===== src/rtl/prf_pkg.sv =====
`timescale 1ns / 1ps

package prf_pkg;

    localparam logic OP_PUSH = 1'b0;
    localparam logic OP_POP  = 1'b1;

    localparam logic [1:0] ST_DONE  = 2'd0;
    localparam logic [1:0] ST_FULL  = 2'd1;
    localparam logic [1:0] ST_EMPTY = 2'd2;

    typedef struct packed {
        logic [15:0] src;
        logic [15:0] dst;
        logic [31:0] data;
        logic [7:0]  service;
        logic [1:0]  mode;
        logic [31:0] path_first;
    } t_rec;

    typedef struct packed {
        logic [31:0] second;
        logic [31:0] third;
    } t_path23;

endpackage


===== src/rtl/packet_record_fifo_top.sv =====
`timescale 1ns / 1ps

// Circular queue of packet-control records that keeps one slot empty, so it holds at most
// QUEUE_SLOTS - 1 records. Every item, push or pop, produces exactly one result item in
// order. One item can be accepted in every clock cycle while results are taken as they come.
// The record memory is read and the first stage register loads at the edge that accepts an
// item. The output register loads from the first stage register when it is empty or its
// result is taken; it holds the result until taken. While a result is held back,
// one further item is accepted and then the input stalls. A push to a full queue returns
// status full and stores nothing; a pop on an empty queue returns status empty. Record
// fields are zero in any result that is not a successful pop. The path service code
// register must only be written while the queue has no item in flight.
module packet_record_fifo_top #(
    parameter int QUEUE_SLOTS = 8
) (
    input  logic        i_clk,
    input  logic        i_rst_n,
    input  logic        i_in_valid,
    output logic        o_in_ready,
    input  logic        i_operation,
    input  logic [15:0] i_src_addr,
    input  logic [15:0] i_dst_addr,
    input  logic [31:0] i_data_word,
    input  logic [7:0]  i_service_code,
    input  logic [1:0]  i_mode_bits,
    input  logic [31:0] i_path_in_first,
    input  logic [31:0] i_path_in_second,
    input  logic [31:0] i_path_in_third,
    input  logic        i_cfg_valid,
    output logic        o_cfg_ready,
    input  logic [7:0]  i_cfg_data,
    output logic        o_out_valid,
    input  logic        i_out_ready,
    output logic [1:0]  o_status,
    output logic [15:0] o_head_src,
    output logic [15:0] o_head_dst,
    output logic [31:0] o_head_data,
    output logic [7:0]  o_head_service,
    output logic [1:0]  o_head_mode,
    output logic [31:0] o_head_path_first,
    output logic [31:0] o_head_path_second,
    output logic [31:0] o_head_path_third
);

    localparam int PTR_W = (QUEUE_SLOTS > 1) ? $clog2(QUEUE_SLOTS) : 1;
    localparam logic [PTR_W-1:0] LAST_SLOT = PTR_W'(QUEUE_SLOTS - 1);

    logic [PTR_W-1:0] r_head;
    logic [PTR_W-1:0] r_tail;
    logic [PTR_W-1:0] n_head;
    logic [PTR_W-1:0] n_tail;
    logic [7:0]       r_path_code;

    logic             r_s1_valid;
    logic [1:0]       r_s1_status;
    logic             r_s1_rec;

    logic             r_out_valid;
    logic [1:0]       r_out_status;
    prf_pkg::t_rec    r_out_rec;
    prf_pkg::t_path23 r_out_p23;

    logic             in_acc;
    logic             is_push;
    logic             full;
    logic             empty;
    logic             push_ok;
    logic             pop_ok;
    logic             s1_move;
    logic [1:0]       acc_status;
    prf_pkg::t_rec    wr_rec;
    prf_pkg::t_path23 wr_p23;
    prf_pkg::t_rec    rd_rec;
    prf_pkg::t_path23 rd_p23;

    assign n_head  = (r_head == LAST_SLOT) ? '0 : r_head + PTR_W'(1);
    assign n_tail  = (r_tail == LAST_SLOT) ? '0 : r_tail + PTR_W'(1);
    assign full    = (n_tail == r_head);
    assign empty   = (r_head == r_tail);
    assign is_push = (i_operation == prf_pkg::OP_PUSH);

    assign s1_move    = r_s1_valid && (!r_out_valid || i_out_ready);
    assign o_in_ready = !r_s1_valid || s1_move;
    assign in_acc     = i_in_valid && o_in_ready;
    assign push_ok    = in_acc && is_push && !full;
    assign pop_ok     = in_acc && !is_push && !empty;

    always_comb begin
        if (is_push) begin
            acc_status = full ? prf_pkg::ST_FULL : prf_pkg::ST_DONE;
        end else begin
            acc_status = empty ? prf_pkg::ST_EMPTY : prf_pkg::ST_DONE;
        end
    end

    assign wr_rec.src        = i_src_addr;
    assign wr_rec.dst        = i_dst_addr;
    assign wr_rec.data       = i_data_word;
    assign wr_rec.service    = i_service_code;
    assign wr_rec.mode       = i_mode_bits;
    assign wr_rec.path_first = i_path_in_first;
    assign wr_p23.second     = i_path_in_second;
    assign wr_p23.third      = i_path_in_third;

    prf_rec_mem #(
        .SLOTS (QUEUE_SLOTS),
        .PTR_W (PTR_W)
    ) u_mem (
        .i_clk       (i_clk),
        .i_rst_n     (i_rst_n),
        .i_wr_en     (push_ok),
        .i_wr_p23_en (i_service_code == r_path_code),
        .i_wr_addr   (r_tail),
        .i_wr_rec    (wr_rec),
        .i_wr_p23    (wr_p23),
        .i_rd_en     (pop_ok),
        .i_rd_addr   (r_head),
        .o_rd_rec    (rd_rec),
        .o_rd_p23    (rd_p23)
    );

    always_ff @(posedge i_clk) begin
        if (!i_rst_n) begin
            r_head      <= '0;
            r_tail      <= '0;
            r_path_code <= '0;
            r_s1_valid  <= 1'b0;
            r_out_valid <= 1'b0;
        end else begin
            if (i_cfg_valid) begin
                r_path_code <= i_cfg_data;
            end
            if (push_ok) begin
                r_tail <= n_tail;
            end
            if (pop_ok) begin
                r_head <= n_head;
            end
            if (in_acc) begin
                r_s1_valid <= 1'b1;
            end else if (s1_move) begin
                r_s1_valid <= 1'b0;
            end
            if (s1_move) begin
                r_out_valid <= 1'b1;
            end else if (i_out_ready) begin
                r_out_valid <= 1'b0;
            end
        end
    end

    always_ff @(posedge i_clk) begin
        if (in_acc) begin
            r_s1_status <= acc_status;
            r_s1_rec    <= pop_ok;
        end
        if (s1_move) begin
            r_out_status <= r_s1_status;
            r_out_rec    <= r_s1_rec ? rd_rec : '0;
            r_out_p23    <= r_s1_rec ? rd_p23 : '0;
        end
    end

    assign o_cfg_ready        = 1'b1;
    assign o_out_valid        = r_out_valid;
    assign o_status           = r_out_status;
    assign o_head_src         = r_out_rec.src;
    assign o_head_dst         = r_out_rec.dst;
    assign o_head_data        = r_out_rec.data;
    assign o_head_service     = r_out_rec.service;
    assign o_head_mode        = r_out_rec.mode;
    assign o_head_path_first  = r_out_rec.path_first;
    assign o_head_path_second = r_out_p23.second;
    assign o_head_path_third  = r_out_p23.third;

endmodule


===== src/rtl/prf_rec_mem.sv =====
`timescale 1ns / 1ps

module prf_rec_mem #(
    parameter int SLOTS = 8,
    parameter int PTR_W = 3
) (
    input  logic                 i_clk,
    input  logic                 i_rst_n,
    input  logic                 i_wr_en,
    input  logic                 i_wr_p23_en,
    input  logic [PTR_W-1:0]     i_wr_addr,
    input  prf_pkg::t_rec        i_wr_rec,
    input  prf_pkg::t_path23     i_wr_p23,
    input  logic                 i_rd_en,
    input  logic [PTR_W-1:0]     i_rd_addr,
    output prf_pkg::t_rec        o_rd_rec,
    output prf_pkg::t_path23     o_rd_p23
);

    prf_pkg::t_rec    r_rec_mem [SLOTS];
    prf_pkg::t_path23 r_p23_mem [SLOTS];
    logic [SLOTS-1:0] r_p23_vld;
    prf_pkg::t_rec    r_rd_rec;
    prf_pkg::t_path23 r_rd_p23;
    logic             r_rd_p23_ok;

    // Path words two and three read zero until written with i_wr_p23_en set.
    always_ff @(posedge i_clk) begin
        if (!i_rst_n) begin
            r_p23_vld <= '0;
        end else if (i_wr_en && i_wr_p23_en) begin
            r_p23_vld[i_wr_addr] <= 1'b1;
        end
    end

    always_ff @(posedge i_clk) begin
        if (i_wr_en) begin
            r_rec_mem[i_wr_addr] <= i_wr_rec;
        end
        if (i_wr_en && i_wr_p23_en) begin
            r_p23_mem[i_wr_addr] <= i_wr_p23;
        end
    end

    always_ff @(posedge i_clk) begin
        if (i_rd_en) begin
            r_rd_rec    <= r_rec_mem[i_rd_addr];
            r_rd_p23    <= r_p23_mem[i_rd_addr];
            r_rd_p23_ok <= r_p23_vld[i_rd_addr];
        end
    end

    assign o_rd_rec = r_rd_rec;
    assign o_rd_p23 = r_rd_p23_ok ? r_rd_p23 : '0;

endmodule


===== config.mk =====
export PLATFORM = sky130hd
export DESIGN_NAME = packet_record_fifo_top
export DESIGN_NICKNAME = d
export VERILOG_FILES = /design/src/rtl/prf_pkg.sv /design/src/rtl/packet_record_fifo_top.sv /design/src/rtl/prf_rec_mem.sv
export SDC_FILE = /design/constraint.sdc
export NUM_CORES = 2
export LEC_CHECK = 0
export BUFFER_PORTS_ARGS = -buffer_cell sky130_fd_sc_hd__buf_2
export CAP_MARGIN = 25
export CORE_UTILIZATION = 35
export DETAILED_ROUTE_END_ITERATION = 10
export PLACE_DENSITY_LB_ADDON = 0.15
export SYNTH_ARGS = -nofsm -noshare
export SYNTH_HDL_FRONTEND = slang
export SYNTH_SLANG_ARGS = --single-unit
export TNS_END_PERCENT = 10

===== constraint.sdc =====
create_clock -name i_clk -period 23 [get_ports i_clk]
set_clock_uncertainty 0.1 [all_clocks]
set_input_delay 2.3 -clock i_clk [delete_from_list [all_inputs] [get_ports i_clk]]
set_output_delay 2.3 -clock i_clk [all_outputs]
set_load 0.005 [all_outputs]

# --- Word level (Yosys, flattened, before mapping) ---
# Memories as Yosys holds them, arrays and structs flattened. A register that Yosys moved wholly into a read port is not among the register bits.
# Index checks and enable logic that the tools add are counted.
word_totals:
  memories: 2
  input_bits: 184
  elab_cells: 66
  out_inout_bits: 175
  ff_bits: 200
  mem_bits_rw: 1360
op_classes:
  order_cmp: 3
  bitwise_logic: 2
  reduce_logical: 17
  n_mux: 17
  addsub: 2
  eq_ne: 5
mem_list:
  columns: ["name", "words", "word_bits", "read_ports", "rd_ports_with_merged_regs", "write_ports", "line_no", "rtl"]
  rows:
  - ["u_mem.r_rec_mem", 8, 106, 1, 1, 1, "prf_rec_mem.sv:20", "prf_pkg::t_rec r_rec_mem [SLOTS];"]
  - ["u_mem.r_p23_mem", 8, 64, 1, 1, 1, "prf_rec_mem.sv:21", "prf_pkg::t_path23 r_p23_mem [SLOTS];"]
ops:
  columns: ["op", "n"]
  rows:
  - ["$mux W1", 11]
  - ["$eq A8 B8 Y1", 1]
  - ["$logic_and A1 B1 Y1", 8]
  - ["$lt A3 B4 Y1 const B", 2]
  - ["$or A8 B8 Y8", 1]
  - ["$add A3 B1 Y3 const B", 2]
  - ["$eq A3 B3 Y1", 2]
  - ["$eq A3 B3 Y1 const B", 2]
  - ["$mux W3", 2]
  - ["$logic_not A1 Y1", 4]
  - ["$mux W2", 2]
  - ["$reduce_bool A2 Y1", 2]
  - ["$bmux W1 S3", 1]
  - ["$demux W1 S3", 1]
  - ["$ge A3 B1 Y1 const B", 1]
  - ["$logic_or A1 B1 Y1", 2]
  - ["$reduce_and A2 Y1", 1]
  - ["$not A1 Y1", 1]

# --- Depth between registers and ports, before layout ---
logic_depth:
  depth_word: 10
  depth_mapped: 7
  mapped_depth_nobuf: 6

# --- By module ---
# A second synthesis with hierarchy kept.
unflattened:
  cells_unflattened: 2708
  area_unflattened_um2: 64369.2
by_module_without_submodules:
  columns: ["mod", "cells_per_inst", "area_per_inst_um2", "instances", "seq_area_each_um2"]
  rows:
  - ["prf_rec_mem", 2249, 57094.8, 1, 46134.2]
  - ["packet_record_fifo_top", 459, 7274.5, 1, 5575.3]

# --- Worst setup path before layout ---
# Ideal clock, no wire load.
synth_timing:
  path_kind: "input to register"
  startpoint: "in i_out_ready"
  endpoint: "reg r_s1_rec (data pin)"
  arrival_ns: 9.416
  path_stages: 4
  setup_slack_ns: 11.957
  cell_sequence: "nand3b_1 -> nand2_1 -> clkbuf_1 -> nor3_2"
synth_via:
  elab_chain_cells: 6
synth_rtl:
  columns: ["element", "line_no", "rtl"]
  rows:
  - ["from (decl)", "packet_record_fifo_top.sv:33", "input logic i_out_ready,"]
  - ["$logic_or A1 B1 Y1", "packet_record_fifo_top.sv:82", "assign s1_move = r_s1_valid && (!r_out_valid || i_out_ready);"]
  - ["$logic_and A1 B1 Y1", "packet_record_fifo_top.sv:82", null]
  - ["$logic_or A1 B1 Y1", "packet_record_fifo_top.sv:83", "assign o_in_ready = !r_s1_valid || s1_move;"]
  - ["$logic_and A1 B1 Y1", "packet_record_fifo_top.sv:84", "assign in_acc = i_in_valid && o_in_ready;"]
  - ["$logic_and A1 B1 Y1 (2 in a row)", "packet_record_fifo_top.sv:86", "assign pop_ok = in_acc && !is_push && !empty;"]
  - ["named net pop_ok", "packet_record_fifo_top.sv:68", "logic pop_ok;"]
  - ["to (signal assigned)", "packet_record_fifo_top.sv:155", "r_s1_rec <= pop_ok;"]
  - ["to (decl)", "packet_record_fifo_top.sv:56", "logic r_s1_rec;"]
# The timed path passes the listed nets, and every way through them passes these cells.
# A chain may end at the register's enable or synchronous reset.

# --- Worst setup path in the final report ---
layout_timing:
  startpoint: "in i_out_ready"
  endpoint: "mem u_mem.r_rec_mem[4][89] (netlist bit), enable pin"
layout_via:
  elab_chain_cells: 8
layout_rtl:
  columns: ["element", "line_no", "rtl"]
  rows:
  - ["$logic_or A1 B1 Y1", "packet_record_fifo_top.sv:82", null]
  - ["$logic_and A1 B1 Y1", "packet_record_fifo_top.sv:82", null]
  - ["$logic_or A1 B1 Y1", "packet_record_fifo_top.sv:83", null]
  - ["$logic_and A1 B1 Y1", "packet_record_fifo_top.sv:84", null]
  - ["$logic_and A1 B1 Y1 (2 in a row)", "packet_record_fifo_top.sv:85", "assign push_ok = in_acc && is_push && !full;"]
  - ["$mux W1", "prf_rec_mem.sv:37", "if (i_wr_en) begin"]
  - ["$mux W1 (implied by the code)", "prf_rec_mem.sv:38", "r_rec_mem[i_wr_addr] <= i_wr_rec;"]
  - ["to (decl)", "prf_rec_mem.sv:20", null]
# Every way passes these cells.

==> metrics.txt <==
Syn-to-layout area delta 15.6%; syn avg cell area 24.3 um2; switching portion of total power between 20% and 30%; Num CTS Buffers between 150 and 200; sequential area share after synthesis between 70% and 80%; first-pass GRT wire length 217000 um; dpl hpwl 82800 um; max cap viols 0; Reg power frac between 50% and 60%; crit path max-delay cell type buf_4; WL final 152000 um; critical path's top delay family simple AND/OR/NAND/NOR gates; Iter 0 DRT Violations roughly 2000; First-pass DRT Iterations 5; period utilization approximately a quarter; initial antenna violation count a little under 80; hold bufs inserted after CTS 0; status completed; WL met1 63100 um; Pwr Density just under 90 nW/um2; CTS clk-pin slew, worst paths about 60 ps; worst skew pair latency slightly above 800 ps; DR WL/cell between 20 and 30 um; Cell Area, Synth around 65000 um2; clk sinks approximately 1700; die area roughly 190000 um2; Gate power share 3.7%; Worst Path Buf+Inv 3; ANT nets after route 0; WP data required 23330 ps; DR vias/cell about 4.9; pre-CTS WS approximately 16000 ps; Max Fclk about 170 MHz; hold_ws between 300 and 400 ps; Synth Net Count approximately 2900; Initial Util 35.3%; #FFs+latches synth 1730; leakage approximately 24 nW; R2R setup slack between 15000 and 20000 ps; Worst Hold Class flip-flop to flip-flop; WL met2 78000 um; CP max stage delay around 850 ps; WHS Path Cells 2; Internal Power between 5 and 6 mW; WL met3 approximately 6500 um; CP Max Fanout 48; Root Buffer Master clkbuf_16; Critical Path AT roughly 6200 ps; cts repair resizes 0; layout cells sized above 1 30.9%; num ports approximately 360; fin. max-slew vios 0; via count ~28000; most common cell after layout, fill and taps aside edfxtp_1; kind of critical path primary input to flip-flop; CTS tree done; CP endpoint kind flip-flop; nets ~3300; reg2reg start r_head[1]$_SDFFE_PN0P_; Worst-Margin Slew ~1100 ps; port buffer count between 300 and 400; core area 184000 um2; Overall Power 6.52 mW; fin crit period a little under 6000 ps; number of H-tree levels 4; unrepaired setup endpoints after global routing false; clk buf depth 3; endpoints failing setup 0; CP most frequent cell buf_4; clock share of power 42.1%; IR drop worst, VDD 0.0000705 V; Highest Signal Layer met5; post-layout instance area between 70000 and 80000 um2; vias in the first global route about 30000; Post-Layout Cell Count roughly 5800; CP Launch Type primary input; Max transition margin 24.3%; DRC 0; gpl congestion between 0.7 and 0.8; hold endpoint u_mem.r_p23_vld[5]$_SDFFE_PN0P_; CP Cell Sequence buf_2, nand3b_1, nand2_1, or3_1, nor2_4, buf_4, buf_4; most frequent cells in the layout edfxtp_1, buf_2, mux4_1; post-synthesis cell type count 39; # rows around 160; Switch Pwr 1.34 mW; hold_sp u_mem.r_p23_vld[5]$_SDFFE_PN0P_; worst r2r path cells 6; DP Area a little under 70000 um2; GRT overflow 0; die width between 400 and 500 um; Post-Syn Instances 2668; pin count of the biggest net entering global routing roughly 150; Total GRT Usage between 15 and 20%; post-layout util between 40% and 50%; setup bufs post-CTS 0; Die Ht around 430 um; TNS Setup 0 ps; final hold vios 0; yosys warns 0; placed cells about 5400; reg-to-reg endpoint u_mem.r_rec_mem[4][89]$_DFFE_PP_; post-route setup slack about 17000 ps
## worst min-delay path: cells and delay by family (launching register included)
| kind | cells | cell delay (ps) |
|---|---|---|
| AO/OA/AOI/OAI | 1 | 50 |
| AND/OR/NAND/NOR | 1 | 50 |
| flip-flops | 1 | 300 |
## metal layers
metal  track usage (%)  up-vias
met5                 0        -
met3              3.40      301
met4              4.96       24
met2              28.2      632
met1              20.3    15100
li1                  -    12300
## cells by family (layout without fill, tap and decap cells)
| group | Yosys count | in the layout | share of synthesized area [%] |
|---|---|---|---|
| flip-flops | 1730 | 1730 | 79.7 |
| multiplexers | 527 | 527 | 16.1 |
| AND/OR/NAND/NOR | 245 | 245 | 2.25 |
| buffers and inverters | 135 | 742 | 1.51 |
| XOR/XNOR | 15 | 15 | 0.203 |
| AO/OA/AOI/OAI | 11 | 11 | 0.104 |
| adder cells (fa/ha/maj) | 4 | 4 | 0.0771 |
| other | 1 | 15 | 0.00578 |
## worst max-delay path by stage
stage | startpoint | to | cells after the start
finish | i_out_ready | u_mem.r_rec_mem[4][89]$_DFFE_PP_ | 7
global route | i_out_ready | u_mem.r_rec_mem[4][2]$_DFFE_PP_ | 7
CTS | i_out_ready | u_mem.r_rec_mem[4][4]$_DFFE_PP_ | 7
detailed placement | i_out_ready | u_mem.r_rec_mem[4][4]$_DFFE_PP_ | 7
global placement | i_out_ready | u_mem.r_rec_mem[4][19]$_DFFE_PP_ | 7
floorplan | i_out_ready | r_s1_rec$_DFFE_PN_ | 4
## synthesized netlist by cell type, drive strengths merged
master  instances  area [um2]
a211oi          1        12.5
a21boi          1        7.51
and2          106         663
and3           65         407
buf            65         599
clkbuf         66         368
conb            1        3.75
dfxtp          24         480
edfxtp       1706       51200
ha              4        50.1
inv             4        15.0
mux2          171        1930
mux2i          14         140
mux4          342        8400
nand2          21        78.8
nand2b          1        6.26
nand3           2        10.0
nand3b          2        15.0
nor2           11        41.3
nor2b          10        62.6
nor3           12        65.1
nor4            3        18.8
o21a            1        7.51
o21ai           8        40.0
or3             3        25.0
or3b            1        8.76
or4             8        60.1
xnor2           2        17.5
xor2           13         114
## flip-flops by register name (all words and copies together), names as in the netlist, 2 cells and up
name                count
r_s1_status             2
u_mem.r_rd_p23         64
r_tail                  3
o_head_path_first      32
u_mem.r_rec_mem       848
u_mem.r_p23_vld         8
o_head_mode             2
o_head_service          8
r_head                  3
o_head_data            32
o_head_dst             16
r_path_code             8
u_mem.o_rd_rec        106
o_head_path_third      32
o_head_path_second     32
o_head_src             16
o_status                2
u_mem.r_p23_mem       512
## cell type report
| class | count | area (um2) |
|---|---|---|
| fill | 16000 | 109000 |
| antenna | 14 | 35.0 |
| tap | 2464 | 3080 |
| sequential | 1730 | 51700 |
| multi-input combinational | 803 | 12300 |
| inverter | 4 | 15.0 |
| clock buffer | 230 | 4830 |
| timing repair buffer | 409 | 2300 |
| clock inverter | 99 | 717 |
## power groups by stage
stage | sequential [mW] | combinational [mW] | clock (mW)
6_report | 3.53 | 0.239 | 2.75
5_1_grt | 3.53 | 0.261 | 2.94
4_1_cts | 3.53 | 0.247 | 2.83
3_5_place_dp | 3.60 | 0.246 | 0
3_3_place_gp | 3.60 | 0.240 | 0
2_1_floorplan | 3.60 | 0.138 | 0
Note: power is estimated with default switching activity, not from simulation.
